**config.mk**
```make
export PLATFORM = sky130hd
export DESIGN_NAME = escape_sequence_decoder
export DESIGN_NICKNAME = d
export VERILOG_FILES = /design/src/hdl/esd_pkg.sv /design/src/hdl/escape_sequence_decoder.sv /design/src/hdl/esd_front.sv /design/src/hdl/esd_queue.sv /design/src/hdl/esd_back.sv
export SDC_FILE = /design/constraint.sdc
export NUM_CORES = 1
export LEC_CHECK = 0
export ABC_CLOCK_PERIOD_IN_PS = 8300
export BUFFER_PORTS_ARGS = -buffer_cell sky130_fd_sc_hd__clkbuf_2
export CORE_MARGIN = 3
export CORE_UTILIZATION = 27
export CTS_BUF_LIST = sky130_fd_sc_hd__clkbuf_8
export DETAILED_ROUTE_END_ITERATION = 7
export SLEW_MARGIN = 20
export SYNTH_ARGS = -nofsm -noshare
export SYNTH_HDL_FRONTEND = slang
export SYNTH_SLANG_ARGS = --single-unit
```
**constraint.sdc**
```tcl
create_clock -name i_clk -period 8.3 [get_ports i_clk]
set_clock_uncertainty 0.2 [all_clocks]
set_input_delay 0.83 -clock i_clk [delete_from_list [all_inputs] [get_ports i_clk]]
set_output_delay 0.83 -clock i_clk [all_outputs]
set_load 0.005 [all_outputs]
```
**src/hdl/esd_pkg.sv**
```systemverilog
package esd_pkg;

    localparam int TIME_BITS = 32;
    localparam int MAX_TOKS  = 3;
    localparam int CNTW      = $clog2(MAX_TOKS + 1);
    localparam int QDEPTH    = 4;
    localparam int QAW       = $clog2(QDEPTH);
    localparam int MS_PER_S  = 1000;
    localparam int DEC_BASE  = 10;

    localparam logic [TIME_BITS-1:0] TIME_MAX = '1;

    // token kinds
    localparam logic [2:0] K_CHAR  = 3'd0;
    localparam logic [2:0] K_END   = 3'd1;
    localparam logic [2:0] K_SEND  = 3'd2;
    localparam logic [2:0] K_DELAY = 3'd3;
    localparam logic [2:0] K_WAIT  = 3'd4;

    typedef logic [TIME_BITS-1:0]    t_time;
    typedef logic [TIME_BITS+9:0]    t_prod;
    typedef logic [TIME_BITS+3:0]    t_tacc;
    typedef logic [CNTW-1:0]         t_cnt;
    typedef logic [QAW-1:0]          t_qptr;
    typedef logic [QAW:0]            t_qcnt;

    typedef struct packed {
        logic [2:0] kind;
        logic [7:0] ch;
        t_time      tm;
        logic       scale;
    } t_tok;

    typedef struct packed {
        t_cnt                  cnt;
        t_tok [MAX_TOKS-1:0]   toks;
    } t_bundle;

    function automatic t_tok mk_tok(logic [2:0] kind, logic [7:0] ch, t_time tm, logic scale);
        t_tok t;
        t.kind  = kind;
        t.ch    = ch;
        t.tm    = tm;
        t.scale = scale;
        return t;
    endfunction

    // seconds to milliseconds, saturating
    function automatic t_time scale_ms(t_time v);
        t_prod prod;
        prod = t_prod'(v) * t_prod'(MS_PER_S);
        if (prod > t_prod'(TIME_MAX)) begin
            return TIME_MAX;
        end
        return prod[TIME_BITS-1:0];
    endfunction

endpackage

```
**src/hdl/escape_sequence_decoder.sv**
```systemverilog
// Escape sequence decoder: turns a command-script byte stream into tokens.
// Input side is a queue write port: a byte transfers on a rising edge with
// push high and full low; i_is_last marks the final byte of a string.
// Result side is a queue read port: while empty is low the oldest token is
// on o_kind/o_char_value/o_millis/o_last_of_run, and it transfers on an
// edge with pop high. o_last_of_run flags the final token caused by a byte.
// A byte is parsed in the cycle it transfers and its 0 to 3 tokens enter a
// 4-entry bundle queue; while pop is high the back end hands out one token
// per cycle, from its bundle register into its output register. One byte is
// taken every cycle while pop is high and bytes average at most one token
// each; the back end's single output register sets that bound.
// Synchronous reset empties the queue and back end and idles the parser.
// When pop stays low the output holds, the bundle queue fills, and full
// rises once the queue holds 4 bundles with a fifth parked in the back end.
module escape_sequence_decoder (
    input  logic        i_clk,
    input  logic        i_rst_n,
    input  logic        push,
    output logic        full,
    input  logic [7:0]  i_byte_in,
    input  logic        i_is_last,
    output logic        empty,
    input  logic        pop,
    output logic [2:0]  o_kind,
    output logic [7:0]  o_char_value,
    output logic [31:0] o_millis,
    output logic        o_last_of_run
);

    esd_pkg::t_bundle fr_bnd;
    esd_pkg::t_bundle q_bnd;
    logic             accept;
    logic             q_valid;
    logic             q_take;

    assign accept = push && !full;

    esd_front u_front (
        .i_clk    (i_clk),
        .i_rst_n  (i_rst_n),
        .i_accept (accept),
        .i_byte   (i_byte_in),
        .i_last   (i_is_last),
        .o_bundle (fr_bnd)
    );

    esd_queue u_queue (
        .i_clk   (i_clk),
        .i_rst_n (i_rst_n),
        .i_push  (accept && (fr_bnd.cnt != '0)),
        .i_data  (fr_bnd),
        .o_full  (full),
        .o_valid (q_valid),
        .o_data  (q_bnd),
        .i_pop   (q_take)
    );

    esd_back u_back (
        .i_clk         (i_clk),
        .i_rst_n       (i_rst_n),
        .i_bnd_valid   (q_valid),
        .i_bnd         (q_bnd),
        .o_bnd_take    (q_take),
        .i_pop         (pop),
        .o_empty       (empty),
        .o_kind        (o_kind),
        .o_char_value  (o_char_value),
        .o_millis      (o_millis),
        .o_last_of_run (o_last_of_run)
    );

endmodule

```
**src/hdl/esd_front.sv**
```systemverilog
module esd_front (
    input  logic             i_clk,
    input  logic             i_rst_n,
    input  logic             i_accept,
    input  logic [7:0]       i_byte,
    input  logic             i_last,
    output esd_pkg::t_bundle o_bundle
);

    localparam logic [2:0] M_IDLE = 3'd0;
    localparam logic [2:0] M_ESC  = 3'd1;
    localparam logic [2:0] M_HEX0 = 3'd2;
    localparam logic [2:0] M_HEX1 = 3'd3;
    localparam logic [2:0] M_OCT  = 3'd4;
    localparam logic [2:0] M_TIME = 3'd5;

    localparam logic [7:0] CH_NUL = 8'h00;
    localparam logic [7:0] CH_BSL = 8'h5C;
    localparam logic [7:0] CH_A   = 8'h61;
    localparam logic [7:0] CH_B   = 8'h62;
    localparam logic [7:0] CH_F   = 8'h66;
    localparam logic [7:0] CH_N   = 8'h6E;
    localparam logic [7:0] CH_R   = 8'h72;
    localparam logic [7:0] CH_T   = 8'h74;
    localparam logic [7:0] CH_V   = 8'h76;
    localparam logic [7:0] CH_X   = 8'h78;
    localparam logic [7:0] CH_S   = 8'h73;
    localparam logic [7:0] CH_D   = 8'h64;
    localparam logic [7:0] CH_W   = 8'h77;
    localparam logic [7:0] CH_M   = 8'h6D;
    localparam logic [7:0] CH_0   = 8'h30;
    localparam logic [7:0] CH_7   = 8'h37;
    localparam logic [7:0] CH_9   = 8'h39;
    localparam logic [7:0] CH_UA  = 8'h41;
    localparam logic [7:0] CH_UF  = 8'h46;

    localparam logic [7:0] C_BEL = 8'd7;
    localparam logic [7:0] C_BS  = 8'd8;
    localparam logic [7:0] C_FF  = 8'd12;
    localparam logic [7:0] C_LF  = 8'd10;
    localparam logic [7:0] C_CR  = 8'd13;
    localparam logic [7:0] C_HT  = 8'd9;
    localparam logic [7:0] C_VT  = 8'd11;

    logic [2:0]     r_mode, n_mode;
    logic [8:0]     r_digit, n_digit;
    logic [1:0]     r_dcount, n_dcount;
    esd_pkg::t_time r_time, n_time;
    logic           r_wait, n_wait;

    esd_pkg::t_bundle bnd;
    esd_pkg::t_tacc   tacc;
    logic             ended;
    logic             rescan;
    logic             clr;
    logic             hex_ok;
    logic [3:0]       hex_v;
    logic             is_oct;
    logic             is_dec;
    logic [8:0]       oct_acc;

    always_comb begin
        hex_ok = 1'b1;
        hex_v  = '0;
        if (i_byte >= CH_0 && i_byte <= CH_9) begin
            hex_v = i_byte[3:0];
        end else if ((i_byte >= CH_UA && i_byte <= CH_UF) || (i_byte >= CH_A && i_byte <= CH_F)) begin
            hex_v = i_byte[3:0] + 4'd9;
        end else begin
            hex_ok = 1'b0;
        end
    end

    assign is_oct  = (i_byte >= CH_0) && (i_byte <= CH_7);
    assign is_dec  = (i_byte >= CH_0) && (i_byte <= CH_9);
    assign oct_acc = {r_digit[5:0], i_byte[2:0]};
    assign tacc    = esd_pkg::t_tacc'(r_time) * esd_pkg::t_tacc'(esd_pkg::DEC_BASE)
                   + esd_pkg::t_tacc'(i_byte[3:0]);

    always_comb begin
        n_mode   = r_mode;
        n_digit  = r_digit;
        n_dcount = r_dcount;
        n_time   = r_time;
        n_wait   = r_wait;
        bnd      = '0;
        ended    = 1'b0;
        rescan   = 1'b0;
        clr      = 1'b0;

        case (r_mode)
            M_ESC: begin
                n_mode = M_IDLE;
                case (i_byte)
                    CH_NUL: begin
                        bnd.toks[bnd.cnt] = esd_pkg::mk_tok(esd_pkg::K_END, '0, '0, 1'b0);
                        bnd.cnt = bnd.cnt + esd_pkg::CNTW'(1);
                        clr     = 1'b1;
                        ended   = 1'b1;
                    end
                    CH_X: begin
                        n_mode = M_HEX0;
                    end
                    CH_S: begin
                        bnd.toks[bnd.cnt] = esd_pkg::mk_tok(esd_pkg::K_SEND, '0, '0, 1'b0);
                        bnd.cnt = bnd.cnt + esd_pkg::CNTW'(1);
                    end
                    CH_D, CH_W: begin
                        n_mode = M_TIME;
                        n_time = '0;
                        n_wait = (i_byte == CH_W);
                    end
                    default: begin
                        if (is_oct) begin
                            n_mode   = M_OCT;
                            n_digit  = {6'd0, i_byte[2:0]};
                            n_dcount = 2'd1;
                        end else begin
                            bnd.toks[bnd.cnt] = esd_pkg::mk_tok(esd_pkg::K_CHAR,
                                (i_byte == CH_A) ? C_BEL :
                                (i_byte == CH_B) ? C_BS  :
                                (i_byte == CH_F) ? C_FF  :
                                (i_byte == CH_N) ? C_LF  :
                                (i_byte == CH_R) ? C_CR  :
                                (i_byte == CH_T) ? C_HT  :
                                (i_byte == CH_V) ? C_VT  : i_byte, '0, 1'b0);
                            bnd.cnt = bnd.cnt + esd_pkg::CNTW'(1);
                        end
                    end
                endcase
            end
            M_HEX0: begin
                if (hex_ok) begin
                    n_digit = {5'd0, hex_v};
                    n_mode  = M_HEX1;
                end else if (i_byte == CH_NUL) begin
                    bnd.toks[bnd.cnt] = esd_pkg::mk_tok(esd_pkg::K_END, '0, '0, 1'b0);
                    bnd.cnt = bnd.cnt + esd_pkg::CNTW'(1);
                    clr     = 1'b1;
                    ended   = 1'b1;
                end else begin
                    bnd.toks[bnd.cnt] = esd_pkg::mk_tok(esd_pkg::K_CHAR, i_byte, '0, 1'b0);
                    bnd.cnt = bnd.cnt + esd_pkg::CNTW'(1);
                    clr     = 1'b1;
                end
            end
            M_HEX1: begin
                if (hex_ok) begin
                    bnd.toks[bnd.cnt] = esd_pkg::mk_tok(esd_pkg::K_CHAR,
                        {r_digit[3:0], hex_v}, '0, 1'b0);
                    bnd.cnt = bnd.cnt + esd_pkg::CNTW'(1);
                    clr     = 1'b1;
                end else begin
                    bnd.toks[bnd.cnt] = esd_pkg::mk_tok(esd_pkg::K_CHAR,
                        {4'd0, r_digit[3:0]}, '0, 1'b0);
                    bnd.cnt = bnd.cnt + esd_pkg::CNTW'(1);
                    clr     = 1'b1;
                    rescan  = 1'b1;
                end
            end
            M_OCT: begin
                if (is_oct) begin
                    if (r_dcount >= 2'd2) begin
                        bnd.toks[bnd.cnt] = esd_pkg::mk_tok(esd_pkg::K_CHAR,
                            oct_acc[7:0], '0, 1'b0);
                        bnd.cnt = bnd.cnt + esd_pkg::CNTW'(1);
                        clr     = 1'b1;
                    end else begin
                        n_digit  = oct_acc;
                        n_dcount = r_dcount + 2'd1;
                    end
                end else begin
                    bnd.toks[bnd.cnt] = esd_pkg::mk_tok(esd_pkg::K_CHAR,
                        r_digit[7:0], '0, 1'b0);
                    bnd.cnt = bnd.cnt + esd_pkg::CNTW'(1);
                    clr     = 1'b1;
                    rescan  = 1'b1;
                end
            end
            M_TIME: begin
                if (is_dec) begin
                    if (tacc > esd_pkg::t_tacc'(esd_pkg::TIME_MAX)) begin
                        n_time = esd_pkg::TIME_MAX;
                    end else begin
                        n_time = tacc[esd_pkg::TIME_BITS-1:0];
                    end
                end else begin
                    // m suffix keeps milliseconds, anything else means seconds
                    bnd.toks[bnd.cnt] = esd_pkg::mk_tok(
                        r_wait ? esd_pkg::K_WAIT : esd_pkg::K_DELAY, '0, r_time,
                        i_byte != CH_M);
                    bnd.cnt = bnd.cnt + esd_pkg::CNTW'(1);
                    clr     = 1'b1;
                    rescan  = (i_byte != CH_M) && (i_byte != CH_S);
                end
            end
            default: begin
                n_mode = M_IDLE;
                rescan = 1'b1;
            end
        endcase

        if (clr) begin
            n_mode   = M_IDLE;
            n_digit  = '0;
            n_dcount = '0;
            n_time   = '0;
            n_wait   = 1'b0;
        end

        // an idle byte, or one that closes an escape, is decoded as a plain byte
        if (rescan) begin
            if (i_byte == CH_NUL) begin
                bnd.toks[bnd.cnt] = esd_pkg::mk_tok(esd_pkg::K_END, '0, '0, 1'b0);
                bnd.cnt  = bnd.cnt + esd_pkg::CNTW'(1);
                ended    = 1'b1;
                n_mode   = M_IDLE;
                n_digit  = '0;
                n_dcount = '0;
                n_time   = '0;
                n_wait   = 1'b0;
            end else if (i_byte == CH_BSL) begin
                n_mode = M_ESC;
            end else begin
                bnd.toks[bnd.cnt] = esd_pkg::mk_tok(esd_pkg::K_CHAR, i_byte, '0, 1'b0);
                bnd.cnt = bnd.cnt + esd_pkg::CNTW'(1);
            end
        end

        // flush a pending hex, octal or time value and close the string at its end
        if (!ended && i_last) begin
            if (n_mode == M_HEX1) begin
                bnd.toks[bnd.cnt] = esd_pkg::mk_tok(esd_pkg::K_CHAR,
                    {4'd0, n_digit[3:0]}, '0, 1'b0);
                bnd.cnt = bnd.cnt + esd_pkg::CNTW'(1);
            end else if (n_mode == M_OCT) begin
                bnd.toks[bnd.cnt] = esd_pkg::mk_tok(esd_pkg::K_CHAR,
                    n_digit[7:0], '0, 1'b0);
                bnd.cnt = bnd.cnt + esd_pkg::CNTW'(1);
            end else if (n_mode == M_TIME) begin
                bnd.toks[bnd.cnt] = esd_pkg::mk_tok(
                    n_wait ? esd_pkg::K_WAIT : esd_pkg::K_DELAY, '0, n_time, 1'b1);
                bnd.cnt = bnd.cnt + esd_pkg::CNTW'(1);
            end
            bnd.toks[bnd.cnt] = esd_pkg::mk_tok(esd_pkg::K_END, '0, '0, 1'b0);
            bnd.cnt  = bnd.cnt + esd_pkg::CNTW'(1);
            n_mode   = M_IDLE;
            n_digit  = '0;
            n_dcount = '0;
            n_time   = '0;
            n_wait   = 1'b0;
        end
    end

    assign o_bundle = bnd;

    always_ff @(posedge i_clk) begin
        if (!i_rst_n) begin
            r_mode   <= M_IDLE;
            r_digit  <= '0;
            r_dcount <= '0;
            r_time   <= '0;
            r_wait   <= 1'b0;
        end else if (i_accept) begin
            r_mode   <= n_mode;
            r_digit  <= n_digit;
            r_dcount <= n_dcount;
            r_time   <= n_time;
            r_wait   <= n_wait;
        end
    end

endmodule

```
**src/hdl/esd_queue.sv**
```systemverilog
module esd_queue (
    input  logic             i_clk,
    input  logic             i_rst_n,
    input  logic             i_push,
    input  esd_pkg::t_bundle i_data,
    output logic             o_full,
    output logic             o_valid,
    output esd_pkg::t_bundle o_data,
    input  logic             i_pop
);

    esd_pkg::t_bundle r_mem [esd_pkg::QDEPTH];
    esd_pkg::t_qptr   r_wp;
    esd_pkg::t_qptr   r_rp;
    esd_pkg::t_qcnt   r_cnt;
    logic             wr;
    logic             rd;

    assign o_full  = (r_cnt == esd_pkg::t_qcnt'(esd_pkg::QDEPTH));
    assign o_valid = (r_cnt != '0);
    assign o_data  = r_mem[r_rp];
    assign wr      = i_push && !o_full;
    assign rd      = i_pop && o_valid;

    always_ff @(posedge i_clk) begin
        if (wr) begin
            r_mem[r_wp] <= i_data;
        end
    end

    always_ff @(posedge i_clk) begin
        if (!i_rst_n) begin
            r_wp  <= '0;
            r_rp  <= '0;
            r_cnt <= '0;
        end else begin
            if (wr) begin
                r_wp <= r_wp + esd_pkg::t_qptr'(1);
            end
            if (rd) begin
                r_rp <= r_rp + esd_pkg::t_qptr'(1);
            end
            if (wr && !rd) begin
                r_cnt <= r_cnt + esd_pkg::t_qcnt'(1);
            end else if (rd && !wr) begin
                r_cnt <= r_cnt - esd_pkg::t_qcnt'(1);
            end
        end
    end

endmodule

```
**src/hdl/esd_back.sv**
```systemverilog
module esd_back (
    input  logic             i_clk,
    input  logic             i_rst_n,
    input  logic             i_bnd_valid,
    input  esd_pkg::t_bundle i_bnd,
    output logic             o_bnd_take,
    input  logic             i_pop,
    output logic             o_empty,
    output logic [2:0]       o_kind,
    output logic [7:0]       o_char_value,
    output logic [31:0]      o_millis,
    output logic             o_last_of_run
);

    esd_pkg::t_bundle r_cur;
    logic             r_cur_v;
    esd_pkg::t_cnt    r_idx;
    logic             r_out_v;
    logic [2:0]       r_kind;
    logic [7:0]       r_char;
    logic [31:0]      r_millis;
    logic             r_lastrun;

    esd_pkg::t_tok    tok;
    esd_pkg::t_time   v;
    esd_pkg::t_time   ms;
    logic             is_time;
    logic             cur_last;
    logic             out_load;

    assign tok      = r_cur.toks[r_idx];
    assign cur_last = (r_idx == r_cur.cnt - esd_pkg::CNTW'(1));
    assign out_load = r_cur_v && (!r_out_v || i_pop);
    assign o_bnd_take = i_bnd_valid && (!r_cur_v || (out_load && cur_last));

    // zero time means one, then optional seconds scaling
    always_comb begin
        is_time = (tok.kind == esd_pkg::K_DELAY) || (tok.kind == esd_pkg::K_WAIT);
        v       = (tok.tm == '0) ? esd_pkg::t_time'(1) : tok.tm;
        ms      = tok.scale ? esd_pkg::scale_ms(v) : v;
    end

    always_ff @(posedge i_clk) begin
        if (!i_rst_n) begin
            r_cur_v <= 1'b0;
            r_idx   <= '0;
            r_out_v <= 1'b0;
        end else begin
            if (o_bnd_take) begin
                r_cur_v <= 1'b1;
                r_idx   <= '0;
            end else if (out_load) begin
                r_idx <= r_idx + esd_pkg::CNTW'(1);
                if (cur_last) begin
                    r_cur_v <= 1'b0;
                end
            end
            if (out_load) begin
                r_out_v <= 1'b1;
            end else if (i_pop) begin
                r_out_v <= 1'b0;
            end
        end
    end

    always_ff @(posedge i_clk) begin
        if (o_bnd_take) begin
            r_cur <= i_bnd;
        end
        if (out_load) begin
            r_kind    <= tok.kind;
            r_char    <= tok.ch;
            r_millis  <= is_time ? 32'(ms) : 32'd0;
            r_lastrun <= cur_last;
        end
    end

    assign o_empty       = !r_out_v;
    assign o_kind        = r_kind;
    assign o_char_value  = r_char;
    assign o_millis      = r_millis;
    assign o_last_of_run = r_lastrun;

endmodule

```
Word level (Yosys, flattened, before mapping)
Memories as Yosys holds them, arrays and structs flattened. A register that Yosys moved wholly into a read port is not among the register bits.
Index checks and enable logic that the tools add are counted.
{"block": "classes", "addsub": 12, "multipliers": 2, "magnitude_cmp": 17, "n_eq_ne": 26, "mux": 118, "n_bitwise": 7, "reduce_logical": 44}
{"operator": "$mux 134", "n": 8}
{"operator": "$bwmux 132", "n": 4}
{"operator": "$mux 32", "n": 11}
{"operator": "$demux 44 s2", "n": 3}
{"operator": "$mux 44", "n": 6}
{"operator": "$not 129->129", "n": 2}
{"operator": "$pmux 44 s5", "n": 1}
{"operator": "$mux 41", "n": 4}
{"operator": "$pmux 44 s3", "n": 1}
{"operator": "$and 129x129->129", "n": 1}
{"operator": "$and 43x129->129", "n": 1}
{"operator": "$eq 8x7->1 const B", "n": 12}
{"operator": "$bmux 44 s2", "n": 1}
{"operator": "$mux 9", "n": 9}
{"operator": "$pmux 32 s2", "n": 1}
{"operator": "$mux 8", "n": 7}
{"operator": "$gt 42x32->1 const B", "n": 1}
{"operator": "$mux 42", "n": 1}
{"operator": "$mul 32x7->39 const B", "n": 1}
{"operator": "$add 36x4->36", "n": 1}
{"operator": "$gt 36x32->1 const B", "n": 1}
{"operator": "$mul 32x3->35 const B", "n": 1}
{"operator": "$mux 3", "n": 11}
{"operator": "$logic_not 32->1", "n": 1}
{"operator": "40 further kinds", "n": 136}
{"block": "totals", "reg_bits": 102, "ramBits": 536, "inputBits": 13, "output_inout_bits": 46, "word_cells": 242, "n_memories": 1}
{"name": "u_queue.r_mem", "words": 4, "word_bits": 134, "read_ports": 1, "rd_ports_with_merged_regs": 1, "write_ports": 1, "line": "esd_queue.sv:12", "source": "esd_pkg::t_bundle r_mem [esd_pkg::QDEPTH];"}

Longest topological paths before layout
{"block": "depth", "depth_word": 38, "ltp_mapped": 31, "mapped_depth_nobuf": 29}

Modules after synthesis
From an unflattened synthesis, not the netlist that was laid out.
{"block": "hier_totals", "hier_cells": 3174, "hier_area_um2": 41139.5}
{"module": "esd_queue", "n_inst": 1, "cells_per_inst": 748, "area_each_um2": 19800.2}
{"module": "esd_back", "n_inst": 1, "cells_per_inst": 1065, "area_each_um2": 12709.7}
{"module": "esd_front", "n_inst": 1, "cells_per_inst": 1359, "area_each_um2": 8608.3}
{"module": "escape_sequence_decoder", "n_inst": 1, "cells_per_inst": 2, "area_each_um2": 21.3}

Least setup slack after synthesis
Ideal clock, no wire load.
{"block": "synth_path", "path_kind": "reg2reg", "startpoint": "reg u_back.r_idx[1]", "endpoint": "reg u_back.r_millis[4] (netlist: u_back.o_millis[4]), data pin", "t_arrival_ps": 7796, "setup_slack_ps": 31, "path_stages_with_launch": 31, "period_less_slack_ps": 8269, "path_cell_list": "dfxtp_1 clkbuf_1 clkbuf_1 clkbuf_1 mux2i_1 o21ai_0 nor4_1 nand4_1 nor2_1 or2_2 inv_1 fa_1 inv_1 fa_1 inv_1 fa_1 inv_1 fa_1 ha_1 inv_1 o21a_1 o32ai_1 a211oi_1 o31ai_1 a21oi_1 mux2i_1 nor3_1 nand4_1 a2111oi_0 clkbuf_1 a21oi_1"}
{"block": "synth_between", "elab_chain_cells": 9, "word_cells_on_any_way": 12}
{"element": "start, declared", "line": "esd_back.sv:17", "source": "esd_pkg::t_cnt r_idx;"}
{"element": "start signal, assigned", "line": "esd_back.sv:53", "source": "r_idx <= r_idx + esd_pkg::CNTW'(1);"}
{"element": "$bmux 44 s2 *", "line": "esd_back.sv:31", "source": "assign tok = r_cur.toks[r_idx];"}
{"element": "$mux 44 (implied by the code) *", "line": "esd_back.sv:31"}
{"element": "$logic_not 32->1", "line": "esd_back.sv:39", "source": "v = (tok.tm == '0) ? esd_pkg::t_time'(1) : tok.tm;"}
{"element": "$mux 32", "line": "esd_back.sv:39"}
{"element": "$mul 32x7->39", "line": "esd_pkg.sv:51", "source": "prod = t_prod'(v) * t_prod'(MS_PER_S);"}
{"element": "$gt 42x32->1", "line": "esd_pkg.sv:52", "source": "if (prod > t_prod'(TIME_MAX)) begin"}
{"element": "$mux 1", "line": "esd_pkg.sv:52"}
{"element": "$mux 32", "line": "esd_pkg.sv:55", "source": "return prod[TIME_BITS-1:0];"}
{"element": "$mux 32", "line": "esd_back.sv:40", "source": "ms = tok.scale ? esd_pkg::scale_ms(v) : v;"}
{"element": "end signal, assigned", "line": "esd_back.sv:73", "source": "r_millis <= is_time ? 32'(ms) : 32'd0;"}
{"element": "end, declared", "line": "esd_back.sv:21", "source": "logic [31:0] r_millis;"}
Every way passes the cells marked *; elsewhere a longest branch is shown, timed or not. The select of a mux whose other input is x is not followed.
A chain may end at the register's enable or synchronous reset.

Worst setup path in the final report
{"block": "layout_path", "startpoint": "reg u_back.r_idx[1]", "endpoint": "reg u_back.r_millis[5] (netlist: u_back.o_millis[5]), data pin"}
The elaborated chain is that of the path after synthesis.

==> metrics.cfg <==
[status]
status = finished, final reports clean

[route]
drt_iter0_markers = 1950
detail-route-antenna-nets = 0
drcViolationCount = 0
drt_first_pass_iters = 5
vias = 24950
wl_mm = 96.7
wl_per_cell_um = 18.8
viasPerCell = 4.85

[sta]
slew_viol_final = 0
hold_viol_final = 0
min_period_ns = 7.71
setup_viol = 0
timing.fmax_mhz = 130
setup_tns_ns = 0
rsz0062_at_grt = false
finalCritPeriodShare = 0.929
worst_slew_pin_slew_ns = 1.07
whs_ns = 0.250
relSlewSlack = 0.282
fin_ws_ns = 0.593

[floorplanning]
die-area_um2 = 153000
die_x_um = 391
coreArea_um2 = 147000
io_pins = 59
die_y_um = 391
initial_core_util = 0.273
num_rows = 140

[setup_path]
worstPathRequired_ns = 8.55
slowest_stage = fa_1
worstSetupEndpoint = u_back.o_millis[5]
r2r-end = u_back.o_millis[5]
r2r_setup_slack_ns = 0.59
cp-startpoint = u_back.r_idx[1]
path_common_cell = inv_1
slowest_delay_ns = 0.53
cp-end-kind = register
worst-setup-path-type = reg -> reg
worstPathArrival_ns = 7.96
r2r_start = u_back.r_idx[1]
start_kind = register
critPathMaxFanout = 33
r2r_cells = 30

[final_layout]
layout.nets = 3429
layout_common_cells = 714 x edfxtp_1, 258 x inv_1, 236 x nand2_1
finalInstanceArea_um2 = 45300
final_common_cell = edfxtp_1
layout-drive-gt1-share = 0.157
area_delta_synth_final_pct = 13.0

[placed_design]
place_area_um2 = 43000
gp_congestion = 0.895
dpl.hpwl_mm = 68.8
pre_cts_ws_ns = 0.160
numPortBuffers = 58

[clocking]
cts_buffer_depth = 3
cts_setup_buffers = 0
htreeDepth = 3
clk_latency_ns = 0.74
cts_inserted_buffers = 115
cts_resized = 0
root_buffer = clkbuf_8
tritoncts = yes
cts_sinks = 771
clkSlewWorstSetupHoldPaths_ns = 0.06
cts-hold-fix-buffers = 0

[yosys]
async_reset_ff_frac = 0
synth.largest_area_cell = edfxtp_1
netlist_instances = 3009
syn_area_um2 = 40100
synth_seq_cells = 771
ys_seq_area_frac = 0.563
synth_flop_cell = edfxtp_1
synth_edf_count = 714
synthTopCellsByArea = edfxtp_1 53%, mux4_2 7.5%, fa_1 6.0%
yosys_warnings = 0
avgSynthCellArea_um2 = 13.3
synth_nets = 3309
netlist.area_leader.share = 0.535
synth.distinct_cells = 93

[global_routing]
grt_max_degree = 108
grt_antenna_before_repair = 5
grt.overflow.total = 0
grt_first_pass_wirelength_mm = 150
track_usage = 0.125
first_global_vias = 25051

[run]
maxCapViolations = 0

[min_path]
min_path_type = in -> reg

-- cell type report --
cell class / count / area, µm²
well taps: 1917 / 2400
flip-flops and latches: 771 / 22600
clock inverters: 83 / 484
multi-input cells: 1886 / 16200
clock buffers: 125 / 1720
repair buffers: 135 / 1030
inverters: 220 / 831
diodes: 3 / 7.51
fillers: 14525 / 101000
-- registers in the layout (all words and copies together) (netlist names), 8 cells and up --
name,flops
u_back.o_char_value,8
u_back.o_millis,32
u_back.r_cur,134
u_front.r_digit,8
u_front.r_time,32
u_queue.r_mem,536
-- synth_stat cells (all sizes together), types with 16 or more instances --
cell    number
nand2      237
inv        220
nor4        20
nor3        42
nand3       53
xnor2       48
xor2        37
nand4       29
dfxtp       57
buf         38
a21o        38
fa         121
nor2       210
mux2i       51
nor2b       16
clkbuf      94
o211ai      18
a22oi       20
nand2b      20
ha         166
and2        16
a221oi      19
a211oi      18
mux4       134
o21ai      200
edfxtp     714
a21oi      181
-- kinds of logic (layout without fill, tap and decap cells) --
kind of cell | count (synthesis) | in the layout | share of synthesized area
other cells | 0 | 3 | 0
flops | 771 | 771 | 0.563
compound gates | 627 | 627 | 0.102
mux | 187 | 187 | 0.0886
xor+xnor | 85 | 85 | 0.0186
buf+inv | 352 | 563 | 0.0341
fa+ha+maj | 287 | 287 | 0.112
simple gates | 700 | 700 | 0.0816
-- per-layer routing --
layer | share of wire | GRT usage
met4 | 0.022 | 0.0357
met1 | 0.46 | 0.175
met5 | 0.00028 | 0
met2 | 0.47 | 0.201
met3 | 0.054 | 0.0183
-- stage by stage --
step / util / cells
3_5_place_dp: 0.294 / 4929
2_1_floorplan: - / 3009
3_3_place_gp: 0.294 / 4929
6_report: 0.309 / 5140
4_1_cts: 0.309 / 5137
5_1_grt: 0.309 / 5138
-- worst max-delay path, delay by kind of cell, from the launching register on --
kind                       cells  cell delay (ns)
buffers and inverters          8             1.05
DFF                            1             0.45
and+or+nand+nor                8             1.22
muxes                          1             0.14
AOI/OAI and AO/OA              8             2.02
adders and majority gates      5             2.30
-- worst min-delay path by stage --
stage,startpoint,endpoint,slack [ns],depth (start not counted)
after detailed placement,u_back.r_cur_v,u_back.r_out_v,0.27,2
final,pop,u_back.r_out_v,0.25,3
after global routing,pop,u_back.r_out_v,0.22,3
after floorplan,u_back.r_cur_v,u_back.r_out_v,0.25,2
after global placement,u_back.r_cur_v,u_back.r_cur_v,0.27,2
after CTS,pop,u_back.r_out_v,0.17,3
Power is left out: the tool's default activity adds up to more than one toggle a clock period on the data nets, which glitch-free logic cannot reach.
